[src/sv/assert_macros.svh]
// Assertion macros shared by the parser RTL.
// Depends on nothing; the using module must have clk and arst_n in scope.
`ifndef ASSERT_MACROS_SVH
`define ASSERT_MACROS_SVH

// Clocked check, masked while reset is asserted.
`define ASSERT_CLK(label, prop, msg) \
	label: assert property (@(posedge clk) disable iff (!arst_n) prop) else $error(msg);

// Same check, also evaluated during reset.
`define ASSERT_ALWAYS(label, prop, msg) \
	label: assert property (@(posedge clk) prop) else $error(msg);

`endif

[src/sv/sep_pkg.sv]
// Shared types and constants for the SSE stream parser.
// No dependencies.
package sep_pkg;

	typedef enum logic [1:0] {
		KIND_DATA     = 2'd0,
		KIND_NAME_CLR = 2'd1,
		KIND_NAME     = 2'd2,
		KIND_END      = 2'd3
	} kind_t;

	typedef struct packed {
		kind_t       kind;
		logic [7:0]  ch;
		logic        done;
		logic        last;
	} res_t;

	// Results produced by one input byte, in output order.
	typedef struct packed {
		res_t        r0;
		res_t        r1;
		logic [1:0]  n;
	} res_pair_t;

	localparam logic [7:0] CH_LF    = 8'h0A;
	localparam logic [7:0] CH_CR    = 8'h0D;
	localparam logic [7:0] CH_COLON = 8'h3A;
	localparam logic [7:0] CH_SPACE = 8'h20;

	localparam int FIFO_DEPTH = 4;
	localparam int FIFO_AW    = $clog2(FIFO_DEPTH);
	localparam int FIFO_CW    = $clog2(FIFO_DEPTH + 1);

endpackage

[src/sv/sep_parser.sv]
// Parser state and per-byte result logic for the SSE stream parser.
// Depends on sep_pkg and assert_macros.svh.
`include "assert_macros.svh"

module sep_parser (
	input  logic                clk,
	input  logic                arst_n,
	input  logic                step,
	input  logic [7:0]          char_s1,
	output sep_pkg::res_pair_t  res
);
	import sep_pkg::*;

	typedef enum logic [1:0] {
		PH_START = 2'd0,
		PH_FIELD = 2'd1,
		PH_VALUE = 2'd2,
		PH_SKIP  = 2'd3
	} phase_t;

	typedef enum logic [1:0] {
		TGT_NONE  = 2'd0,
		TGT_DATA  = 2'd1,
		TGT_EVENT = 2'd2
	} tgt_t;

	localparam logic [2:0] MATCH_FAIL = 3'd7;
	localparam logic [2:0] DONE_FULL  = 3'd6;
	localparam logic [2:0] LEN_DATA   = 3'd4;
	localparam logic [2:0] LEN_EVENT  = 3'd5;

	typedef struct packed {
		phase_t      phase;
		logic [2:0]  fmatch;
		tgt_t        target;
		logic        held_cr;
		logic        vfirst;
		logic        dnon;
		logic        nnon;
		logic [2:0]  dmatch;
		logic        sdone;
	} st_t;

	typedef struct packed {
		st_t   st;
		logic  v;
		res_t  r;
		logic  hit;
	} proc_t;

	function automatic logic [7:0] data_ch(logic [2:0] i);
		logic [7:0] ch;
		unique case (i)
			3'd0: ch = "d";
			3'd1: ch = "a";
			3'd2: ch = "t";
			3'd3: ch = "a";
			default: ch = 8'h00;
		endcase
		return ch;
	endfunction

	function automatic logic [7:0] event_ch(logic [2:0] i);
		logic [7:0] ch;
		unique case (i)
			3'd0: ch = "e";
			3'd1: ch = "v";
			3'd2: ch = "e";
			3'd3: ch = "n";
			3'd4: ch = "t";
			default: ch = 8'h00;
		endcase
		return ch;
	endfunction

	function automatic logic [7:0] done_ch(logic [2:0] i);
		logic [7:0] ch;
		unique case (i)
			3'd0: ch = "[";
			3'd1: ch = "D";
			3'd2: ch = "O";
			3'd3: ch = "N";
			3'd4: ch = "E";
			3'd5: ch = "]";
			default: ch = 8'h00;
		endcase
		return ch;
	endfunction

	function automatic logic is_ws(logic [7:0] c);
		return (c == 8'h20) || (c == 8'h09) || (c == 8'h0A) || (c == 8'h0B) ||
			(c == 8'h0C) || (c == 8'h0D);
	endfunction

	// [DONE] tracker: leading/trailing whitespace allowed, letters any case.
	function automatic logic [2:0] done_next(logic [2:0] dm, logic [7:0] c);
		logic [7:0] u;
		logic [2:0] n;
		u = ((c >= "a") && (c <= "z")) ? (c - 8'd32) : c;
		n = dm;
		if (is_ws(c)) begin
			if ((dm >= 3'd1) && (dm <= 3'd5))
				n = MATCH_FAIL;
		end else if (dm < DONE_FULL) begin
			n = (u == done_ch(dm)) ? (dm + 3'd1) : MATCH_FAIL;
		end else begin
			n = MATCH_FAIL;
		end
		return n;
	endfunction

	function automatic proc_t data_byte(st_t s, logic [7:0] c);
		proc_t p;
		p = '0;
		p.st = s;
		p.v = 1'b1;
		p.r.kind = KIND_DATA;
		p.r.ch = c;
		p.st.dnon = 1'b1;
		p.st.dmatch = done_next(s.dmatch, c);
		return p;
	endfunction

	// Field name complete: data adds a separator, event clears the name.
	function automatic proc_t field_end(st_t s);
		proc_t p;
		p = '0;
		p.st = s;
		if ((s.target == TGT_DATA) && (s.fmatch == LEN_DATA)) begin
			if (s.dnon)
				p = data_byte(s, CH_LF);
			p.hit = 1'b1;
		end else if ((s.target == TGT_EVENT) && (s.fmatch == LEN_EVENT)) begin
			p.v = 1'b1;
			p.r.kind = KIND_NAME_CLR;
			p.st.nnon = 1'b0;
			p.hit = 1'b1;
		end
		return p;
	endfunction

	function automatic st_t field_char(st_t s, logic [7:0] c);
		st_t n;
		logic [2:0] len;
		logic [7:0] w;
		n = s;
		len = (s.target == TGT_DATA) ? LEN_DATA : LEN_EVENT;
		w = (s.target == TGT_DATA) ? data_ch(s.fmatch) : event_ch(s.fmatch);
		if (s.fmatch == 3'd0) begin
			if (c == "d") begin
				n.target = TGT_DATA;
				n.fmatch = 3'd1;
			end else if (c == "e") begin
				n.target = TGT_EVENT;
				n.fmatch = 3'd1;
			end else begin
				n.fmatch = MATCH_FAIL;
			end
		end else if (s.fmatch != MATCH_FAIL) begin
			if ((s.fmatch < len) && (c == w))
				n.fmatch = s.fmatch + 3'd1;
			else
				n.fmatch = MATCH_FAIL;
		end
		return n;
	endfunction

	// One byte after CR handling; gives at most one result.
	function automatic proc_t process(st_t s, logic [7:0] c);
		proc_t p;
		st_t t;
		p = '0;
		p.st = s;
		if (c == CH_LF) begin
			if (s.phase == PH_START) begin
				if (s.dnon || s.nnon) begin
					p.v = 1'b1;
					p.r.kind = KIND_END;
					p.r.done = (s.dmatch == DONE_FULL);
					p.st.sdone = (s.dmatch == DONE_FULL);
				end
				p.st.dnon = 1'b0;
				p.st.nnon = 1'b0;
				p.st.dmatch = 3'd0;
			end else if (s.phase == PH_FIELD) begin
				p = field_end(s);
			end
			p.st.phase = PH_START;
			p.st.fmatch = 3'd0;
			p.st.target = TGT_NONE;
			p.st.vfirst = 1'b0;
		end else begin
			unique case (s.phase)
				PH_START: begin
					if (c == CH_COLON) begin
						p.st.phase = PH_SKIP;
					end else begin
						t = s;
						t.phase = PH_FIELD;
						t.fmatch = 3'd0;
						t.target = TGT_NONE;
						p.st = field_char(t, c);
					end
				end
				PH_FIELD: begin
					if (c == CH_COLON) begin
						p = field_end(s);
						if (p.hit) begin
							p.st.phase = PH_VALUE;
							p.st.vfirst = 1'b1;
						end else begin
							p.st.phase = PH_SKIP;
						end
					end else begin
						p.st = field_char(s, c);
					end
				end
				PH_VALUE: begin
					if (s.vfirst && (c == CH_SPACE)) begin
						p.st.vfirst = 1'b0;
					end else begin
						t = s;
						t.vfirst = 1'b0;
						if (s.target == TGT_DATA) begin
							p = data_byte(t, c);
						end else begin
							p.st = t;
							p.v = 1'b1;
							p.r.kind = KIND_NAME;
							p.r.ch = c;
							p.st.nnon = 1'b1;
						end
					end
				end
				PH_SKIP: ;
			endcase
		end
		p.hit = 1'b0;
		return p;
	endfunction

	st_t   st_q;
	st_t   st_mid;
	st_t   st_nxt;
	proc_t p_cr;
	proc_t p_ch;
	logic  v_cr;
	logic  v_ch;

	always_comb begin
		p_cr = '0;
		p_ch = '0;
		v_cr = 1'b0;
		v_ch = 1'b0;
		st_mid = st_q;
		st_nxt = st_q;
		if (!st_q.sdone) begin
			// A held CR not followed by LF is an ordinary byte, handled first.
			st_mid.held_cr = 1'b0;
			if (st_q.held_cr && (char_s1 != CH_LF)) begin
				p_cr = process(st_mid, CH_CR);
				v_cr = p_cr.v;
				st_mid = p_cr.st;
			end
			st_nxt = st_mid;
			if (char_s1 == CH_CR) begin
				st_nxt.held_cr = 1'b1;
			end else begin
				p_ch = process(st_mid, char_s1);
				v_ch = p_ch.v;
				st_nxt = p_ch.st;
			end
		end
	end

	always_comb begin
		res = '0;
		res.n = {1'b0, v_cr} + {1'b0, v_ch};
		if (v_cr) begin
			res.r0 = p_cr.r;
			res.r0.last = !v_ch;
			res.r1 = p_ch.r;
			res.r1.last = 1'b1;
		end else begin
			res.r0 = p_ch.r;
			res.r0.last = 1'b1;
		end
	end

	always_ff @(posedge clk or negedge arst_n) begin
		if (!arst_n) begin
			st_q <= '{phase: PH_START, fmatch: 3'd0, target: TGT_NONE, held_cr: 1'b0,
				vfirst: 1'b0, dnon: 1'b0, nnon: 1'b0, dmatch: 3'd0, sdone: 1'b0};
		end else if (step) begin
			st_q <= st_nxt;
		end
	end

	`ASSERT_CLK(a_done_sticky, st_q.sdone |=> st_q.sdone, "stream done flag dropped")
	`ASSERT_CLK(a_end_is_last, (res.n == 2'd2) |-> (res.r0.kind != KIND_END), "event end not last")
	`ASSERT_CLK(a_cr_held, (step && !st_q.sdone && (char_s1 == CH_CR)) |=> st_q.held_cr, "CR not held")

endmodule

[src/sv/sep_res_fifo.sv]
// Small result queue: up to two pushes and one pop per cycle.
// Depends on sep_pkg and assert_macros.svh.
`include "assert_macros.svh"

module sep_res_fifo (
	input  logic                clk,
	input  logic                arst_n,
	input  logic                push,
	input  sep_pkg::res_pair_t  wr,
	input  logic                pop,
	output sep_pkg::res_t       head,
	output logic                not_empty,
	output logic                room2
);
	import sep_pkg::*;

	res_t                mem [FIFO_DEPTH];
	logic [FIFO_AW-1:0]  wr_ptr_q;
	logic [FIFO_AW-1:0]  rd_ptr_q;
	logic [FIFO_CW-1:0]  count_q;
	logic [1:0]          push_n;

	assign push_n    = push ? wr.n : 2'd0;
	assign not_empty = (count_q != '0);
	assign room2     = (count_q <= FIFO_CW'(FIFO_DEPTH - 2));
	assign head      = mem[rd_ptr_q];

	always_ff @(posedge clk) begin
		if (push_n != 2'd0)
			mem[wr_ptr_q] <= wr.r0;
		if (push_n == 2'd2)
			mem[wr_ptr_q + FIFO_AW'(1)] <= wr.r1;
	end

	always_ff @(posedge clk or negedge arst_n) begin
		if (!arst_n) begin
			wr_ptr_q <= '0;
			rd_ptr_q <= '0;
			count_q  <= '0;
		end else begin
			wr_ptr_q <= wr_ptr_q + FIFO_AW'(push_n);
			if (pop)
				rd_ptr_q <= rd_ptr_q + FIFO_AW'(1);
			count_q <= count_q + FIFO_CW'(push_n) - FIFO_CW'(pop);
		end
	end

	`ASSERT_CLK(a_cnt_max, count_q <= FIFO_CW'(FIFO_DEPTH), "result queue overflow")
	`ASSERT_CLK(a_no_underflow, pop |-> (count_q != '0), "pop from empty result queue")

endmodule

[src/sv/sse_event_stream_parser.sv]
// Top level of the server-sent-events stream parser.
// Depends on sep_pkg, sep_parser and sep_res_fifo.
//
//  channel | handshake            | payload
//  --------+----------------------+--------------------------------------
//  input   | in_valid / in_ready  | char_in[7:0]
//  output  | out_valid / out_ready| kind[1:0] char_out[7:0] done_flag last
//
// One input byte per cycle is sustained while the queue has room: a byte
// sits in the input register while the parser logic forms its results,
// then up to two results go into a four-entry queue. A byte leaves the
// input register only when the queue has room for two results, so the
// queue occupancy sets the stall. Results pass the queue to the output.
// Reset (arst_n low) clears parser state, the input register and the queue.
// A byte that yields two results (lone CR then another byte) needs two
// output pops to drain, so sustained input rate follows output rate.
module sse_event_stream_parser (
	input  logic        clk,
	input  logic        arst_n,
	input  logic        in_valid,
	output logic        in_ready,
	input  logic [7:0]  char_in,
	output logic        out_valid,
	input  logic        out_ready,
	output logic [1:0]  kind,
	output logic [7:0]  char_out,
	output logic        done_flag,
	output logic        last
);
	import sep_pkg::*;

	logic       valid_s1;
	logic [7:0] char_s1;
	logic       room2;
	logic       advance;
	res_pair_t  res;
	res_t       head;

	// Byte in stage 1 is processed and retired once two queue slots are free.
	assign advance  = valid_s1 && room2;
	assign in_ready = !valid_s1 || room2;

	always_ff @(posedge clk or negedge arst_n) begin
		if (!arst_n) begin
			valid_s1 <= 1'b0;
		end else if (in_ready) begin
			valid_s1 <= in_valid;
		end
	end

	// Payload register, no reset needed.
	always_ff @(posedge clk) begin
		if (in_valid && in_ready)
			char_s1 <= char_in;
	end

	sep_parser u_parser (
		.clk     (clk),
		.arst_n  (arst_n),
		.step    (advance),
		.char_s1 (char_s1),
		.res     (res)
	);

	sep_res_fifo u_fifo (
		.clk       (clk),
		.arst_n    (arst_n),
		.push      (advance),
		.wr        (res),
		.pop       (out_valid && out_ready),
		.head      (head),
		.not_empty (out_valid),
		.room2     (room2)
	);

	assign kind      = head.kind;
	assign char_out  = head.ch;
	assign done_flag = head.done;
	assign last      = head.last;

endmodule

[config.mk]
export PLATFORM = sky130hd
export DESIGN_NAME = sse_event_stream_parser
export DESIGN_NICKNAME = d
export VERILOG_FILES = /design/src/sv/sep_pkg.sv /design/src/sv/sep_parser.sv /design/src/sv/sep_res_fifo.sv /design/src/sv/sse_event_stream_parser.sv
export VERILOG_INCLUDE_DIRS = /design/src /design/src/sv
export SDC_FILE = /design/constraint.sdc
export NUM_CORES = 1
export LEC_CHECK = 0
export BUFFER_PORTS_ARGS = -buffer_cell sky130_fd_sc_hd__buf_2
export CAP_MARGIN = 20
export CORE_MARGIN = 2
export CORE_UTILIZATION = 40
export DETAILED_ROUTE_END_ITERATION = 8
export GPL_TIMING_DRIVEN = 0
export SYNTH_ARGS = -nofsm -noshare
export SYNTH_HDL_FRONTEND = slang
export SYNTH_SLANG_ARGS = --single-unit
[constraint.sdc]
create_clock -name clk -period 6.1 [get_ports clk]
set_input_delay 1.22 -clock clk [delete_from_list [all_inputs] [get_ports clk]]
set_output_delay 1.22 -clock clk [all_outputs]
set_load 0.005 [all_outputs]
==> impl_metrics.yaml, run 1 <==
logic_synthesis:
  synth_cell_types: 71
  syn_nets: 611
  synth_edf_count: 56
  synthArstFlopShare: 0.2911
  synth_seq_cells: 79
  synth_area_mm2: 0.005484
  syn_inst: 573
  ys_seq_area_frac: 0.4116
  yosys_warnings: 0
  synth_top_flop_cell: "edfxtp_1"
  syn_area_per_cell_um2: 9.571
final_layout:
  diodes: 0
  finalNonFillerCells: 794
  multi_input_area_mm2: 0.002985
  fin_util: 0.4648
  drive_gt1_frac: 0.1440
  regArea_mm2: 0.002257
  syn_to_final_growth_pct: 12.69
  fill_cells: 1253
  nNetsFinal: 651
route:
  viasPerCell: 5.863
  post-route-drc-count: 0
  drtIter0Drc: 506
  drtAntennaViolNets: 0
  drtPass1Iterations: 6
  wl_per_cell_um: 18.53
  num_vias: 4655
  drt-total-wl_mm: 14.71
die:
  core_mm2: 0.01330
  start_util: 0.4125
  ioPinCount: 26
  die_w_um: 121.1
  die-area_mm2: 0.01466
  rows: 42
  die_h_um: 121.1
clock_network:
  clock-root-buffer: "clkbuf_16"
  cts_tree: "done"
  post_cts_buffers: 0
  cts_max_path_buffers: 2
  cts.sinks: 79
  path_clk_slew_ps: 60
  htree_levels: 3
  cts_made_buffers: 9
  clk_latency_ps: 340
sta:
  worst_pin_slew_ps: 888.1
  min_period_over_period: 0.9320
  fin_skew_ps: 8.478
  setup_slack_ps: 415.1
  rsz0062_at_grt: "false"
  tns_ps: 0
  setup_violations: 0
  relSlewSlack: 0.3926
  final_max_slew_viol_count: 0
  period_needed_ps: 5685
  finalHoldViolCount: 0
  max_freq_mhz: 175.9
power:
  finalPower_mw: 2.029
  p_per_area_mw_per_mm2: 328.4
  p_leak_nw: 2.383
  ir_drop_v: 0.0001304
placed_design:
  dp_hpwl_mm: 11.04
  gp_congestion: 0.8998
  dp.cells: 777
  place_ws_ps: 39.11
  io_buffer_count: 25
critical_path:
  crit_slowest_cell: "edfxtp_1"
  critPathTopFamily: "compound AO/OA/AOI/OAI gates"
  worstPathArrival_ps: 5730
  crit_required_ps: 6140
  end_kind: "register"
  path_cells: "nor4b_4, a21oi_2, buf_2, a21oi_1, ha_1, clkbuf_1, nand2_1, nor4_2, o21ai_0, a31oi_1, ha_1, clkbuf_1, nor3b_1, o21ai_0, a21oi_1, buf_4"
  crit_fanout: 10
  worstSetupStartpointType: "register"
  criticalPathCategory: "reg2reg"
  crit_buf_inv: 4
  max_stage_delay_ps: 530
status:
  status: "complete, no violations"
global_route:
  grt_max_degree: 24
  grt-ovfl-total: 0
  grt_util_all_layers: 0.2104
  antenna_found_initial: 0
  grt_pass1_vias: 4540
  grt_pass1_wl_mm: 23.91
worst_hold_path:
  min_path_type: "reg2reg"
job:
  cap_violations: 0
==> repair_timing <==
item                                    CTS  global route
resized for setup                         0             3
endpoints found under the setup margin    0            16
hold buffers                              0             0
==> placed cells by master, fill, tap and decap left out, drive strengths merged, types with 12 or more instances in the layout <==
cell type  count
nand2         59
edfxtp        56
nor2          50
a21oi         45
buf           42
o21ai         34
clkbuf        32
nor3          28
inv           28
ha            25
dfrtp         23
nand3         13
mux4          12
==> power breakdown <==
group	leakage [nW]	switching [mW]	internal (mW)
combinational	1.46	0.498	0.314
sequential	0.782	0.0478	0.634
clock	0.139	0.219	0.317
total	2.38	0.764	1.27
==> through the flow <==
stage,cell area [um2],hold slack (ps)
2_1_floorplan,5484,462.0
3_3_place_gp,5829,479.8
3_5_place_dp,5859,495.8
4_1_cts,6156,508.4
5_1_grt,6180,560.2
6_report,6180,502.4
==> cell type report <==
cell class	count	share of cell area
clock inverter	7	0.01154
inverter	27	0.01640
multi-input combinational	431	0.4831
tap	176	0.03563
buffer	36	0.02571
sequential	79	0.3653
timing repair buffer	29	0.02592
clock buffer	9	0.03644
==> registers in the layout (all words and copies together) (netlist names) <==
name	cells
u_parser.st_q	15
u_fifo.mem	48
char_s1	8
u_fifo.wr_ptr_q	2
u_fifo.count_q	3
u_fifo.rd_ptr_q	2
valid_s1	1
==> final timing paths <==
check	startpoint	endpoint	slack, ps	cells past startpoint
setup / recovery	char_s1[6]	u_fifo.mem[2][10]	420	16
setup reg to reg	char_s1[6]	u_fifo.mem[2][10]	420	16
min in group asynchronous	arst_n	u_parser.st_q[12]	870	1
hold / removal	u_fifo.count_q[2]	u_fifo.count_q[2]	500	1
max in group asynchronous	arst_n	u_parser.st_q[0]	4860	1
hold reg to reg	u_fifo.count_q[2]	u_fifo.count_q[2]	500	1
==> synth_stat cells (3+ instances only) <==
master	number	share of area
a2111oi_0	5	0.0080
a211oi_1	4	0.0055
a21o_1	3	0.0041
a21oi_1	42	0.038
a21oi_2	3	0.0048
a22o_1	4	0.0064
a31oi_1	6	0.0068
and2_1	6	0.0068
and3_1	6	0.0068
buf_1	5	0.0034
buf_2	7	0.0064
clkbuf_1	22	0.015
dfrtp_1	23	0.10
edfxtp_1	56	0.31
ha_1	25	0.057
inv_1	25	0.017
maj3_1	5	0.0091
mux2_2	4	0.0082
mux2i_1	4	0.0073
mux4_2	12	0.049
nand2_1	59	0.040
nand2b_1	7	0.0080
nand3_1	13	0.012
nand4_1	6	0.0068
nor2_1	49	0.034
nor2b_1	6	0.0068
nor3_1	28	0.026
nor4_1	5	0.0057
nor4b_1	3	0.0048
o2111ai_1	3	0.0048
o211ai_1	6	0.0082
o21a_1	6	0.0082
o21ai_0	32	0.029
o22ai_1	8	0.0091
o2bb2ai_1	5	0.0080
o41ai_1	3	0.0048
or2_2	4	0.0046
or3_1	3	0.0034
xnor2_1	11	0.018
xor2_1	6	0.0096
==> logic make-up after synthesis <==
group,count (synthesis),share of synthesized area
buffers and inverters,63,0.04746
adder cells (fa/ha/maj),31,0.06982
XOR/XNOR,17,0.02715
flip-flops,79,0.4116
AND/OR/NAND/NOR,210,0.1964
multiplexers,20,0.06480
AO/OA/AOI/OAI,153,0.1827
==> per-layer routing <==
layer | vias to the layer above | global-route usage | wire, um
met5 | - | 0 | 0
met4 | 0 | 0.05814 | 245
met3 | 28 | 0.03571 | 743
met2 | 162 | 0.3581 | 7198
met1 | 2252 | 0.2763 | 6521
li1 | 2213 | - | -
(Power assumes the default switching activity.)
==> run 2: changes to the inputs <==
Settings changed: MAX_ROUTING_LAYER from default to met4.
Clock period 6.1 ns to 5.9 ns, I/O delays scaled along.
==> run 2 against run 1 <==
Effect of this change: first-iteration DRC count decreased by 1.6%; wire length down 1.8%; design area decreased by 0.28%; sequential share of layout area rose by 0.10 points; largest power group unchanged.
==> impl_metrics.yaml, run 2 (synthesized netlist as in run 1, its figures left out) <==
status:
  status: "complete, no violations"
sta:
  hold_ws_ps: 489.6
  max_freq_mhz: 186.9
  rsz0062_at_grt: "false"
  relSlewSlack: 0.3347
  setup_violations: 0
  finalHoldViolCount: 0
  worst_pin_slew_ps: 972.8
  fin_skew_ps: 4.743
  min_period_over_period: 0.9069
  final_max_slew_viol_count: 0
  period_needed_ps: 5351
final_layout:
  diodes: 0
  regArea_mm2: 0.002257
  largestRegisters: "u_fifo.mem x48, u_parser.st_q x15, char_s1 x8"
  multi_input_area_mm2: 0.003004
  fill_cells: 1267
  nNetsFinal: 650
  syn_to_final_growth_pct: 12.37
  largest_register_ff_count: 48
  regMostFlops: "u_fifo.mem"
  final_common_cell: "nand2_1"
  final_cell_mix: "59 x nand2_1, 56 x edfxtp_1, 49 x nor2_1"
  drive_gt1_frac: 0.1461
power:
  p_sw_mw: 0.7779
  seq_power_share: 0.347
  p_comb_frac: 0.410
  p_sw_frac: 0.3815
  clockPowerShare: 0.244
  internal_power_mw: 1.261
  p_leak_nw: 2.370
  p_per_area_mw_per_mm2: 330.8
  ir_drop_v: 0.0001698
  finalPower_mw: 2.039
clock_network:
  path_clk_slew_ps: 60
  cts_made_buffers: 9
  cts_max_path_buffers: 2
  clock-root-buffer: "clkbuf_16"
  htree_levels: 3
  clk_latency_ps: 340
  cts_hold_buffers: 0
  cts.sinks: 79
  cts_resized: 1
  post_cts_buffers: 0
  cts_tree: "done"
route:
  drtAntennaViolNets: 0
  drtIter0Drc: 498
  drtPass1Iterations: 5
  post-route-drc-count: 0
  num_vias: 4634
  wl_per_cell_um: 18.24
  drt-total-wl_mm: 14.45
  viasPerCell: 5.851
critical_path:
  criticalPathCategory: "reg2reg"
  worstPathArrival_ps: 5430
  crit_required_ps: 5980
  crit_slowest_cell: "edfxtp_1"
  end_kind: "register"
  max_stage_delay_ps: 520
  worstSetupStartpointType: "register"
  crit_top_cell: "ha_1"
  crit_fanout: 10
  path_cells: "nor4b_4, a21oi_2, buf_2, a21oi_1, ha_1, clkbuf_2, nand2_1, nor4_2, o21ai_0, a31oi_1, ha_1, clkbuf_1, nor3b_1, nand3_1, xnor2_2, nor3_1"
worst_hold_path:
  min_path_type: "reg2reg"
die:
  die_w_um: 121.1
  die-area_mm2: 0.01466
  ioPinCount: 26
  die_h_um: 121.1
  rows: 42
  start_util: 0.4125
  core_mm2: 0.01330
placed_design:
  io_buffer_count: 25
  gp_congestion: 0.9267
  dp_hpwl_mm: 10.84
global_route:
  grt_util_all_layers: 0.2155
  grt-ovfl-total: 0
  antenna_found_initial: 0
  grt_max_degree: 24
  grt_pass1_vias: 4565
  grt_pass1_wl_mm: 23.88
job:
  cap_violations: 0
## run 2: worst max-delay path: cells and delay by family (launching register included)
| kind | cells | cell delay [ps] |
|---|---|---|
| buf+inv | 3 | 720 |
| fa+ha+maj | 2 | 590 |
| simple gates | 6 | 1770 |
| compound gates | 4 | 1040 |
| flops | 1 | 520 |
| xor+xnor | 1 | 420 |
## run 2: per-stage QoR
stage,cells,setup TNS (ps),utilization,setup slack (ps),cell area [um2]
CTS,792,0,0.4610,136.2,6130
detailed placement,777,-507.7,0.4407,-101.1,5859
finish,792,0,0.4635,549.3,6162
floorplan,573,0,-,1318,5484
global placement,774,-1492,0.4385,-107.4,5829
global route,792,0,0.4635,183.5,6162
## run 2: cell type report
cell class,instances,share of cell area
Buffer,36,0.02599
Sequential cell,79,0.3663
Tap cell,176,0.03574
Multi-Input combinational cell,431,0.4875
Clock inverter,6,0.006294
Inverter,27,0.01645
Timing Repair Buffer,28,0.02518
Clock buffer,9,0.03655
## run 2: final timing paths
check	start	endpoint	slack, ps	cells past startpoint
max	char_s1[6]	u_fifo.mem[2][8]	550	16
min	u_fifo.count_q[2]	u_fifo.count_q[2]	490	1
max reg2reg	char_s1[6]	u_fifo.mem[2][8]	550	16
min reg2reg	u_fifo.count_q[2]	u_fifo.count_q[2]	490	1
max in group asynchronous	arst_n	u_fifo.rd_ptr_q[1]	4710	1
min in group asynchronous	arst_n	u_parser.st_q[12]	820	1
## run 2: layer usage
metal / wire length, um / global-route usage / vias up
met3: 762 / 0.04840 / 28
li1: - / - / 2213
met2: 6960 / 0.3434 / 163
met4: 319 / 0.07049 / 0
met5: 0 / - / -
met1: 6408 / 0.2730 / 2230
## run 2: power by group through the flow
stage,registers (mW),logic [mW],clock network [mW]
after floorplan,0.701,0.600,0
after global placement,0.714,0.812,0
after detailed placement,0.716,0.826,0
after CTS,0.705,0.829,0.510
after global routing,0.715,0.932,0.536
final,0.707,0.835,0.496
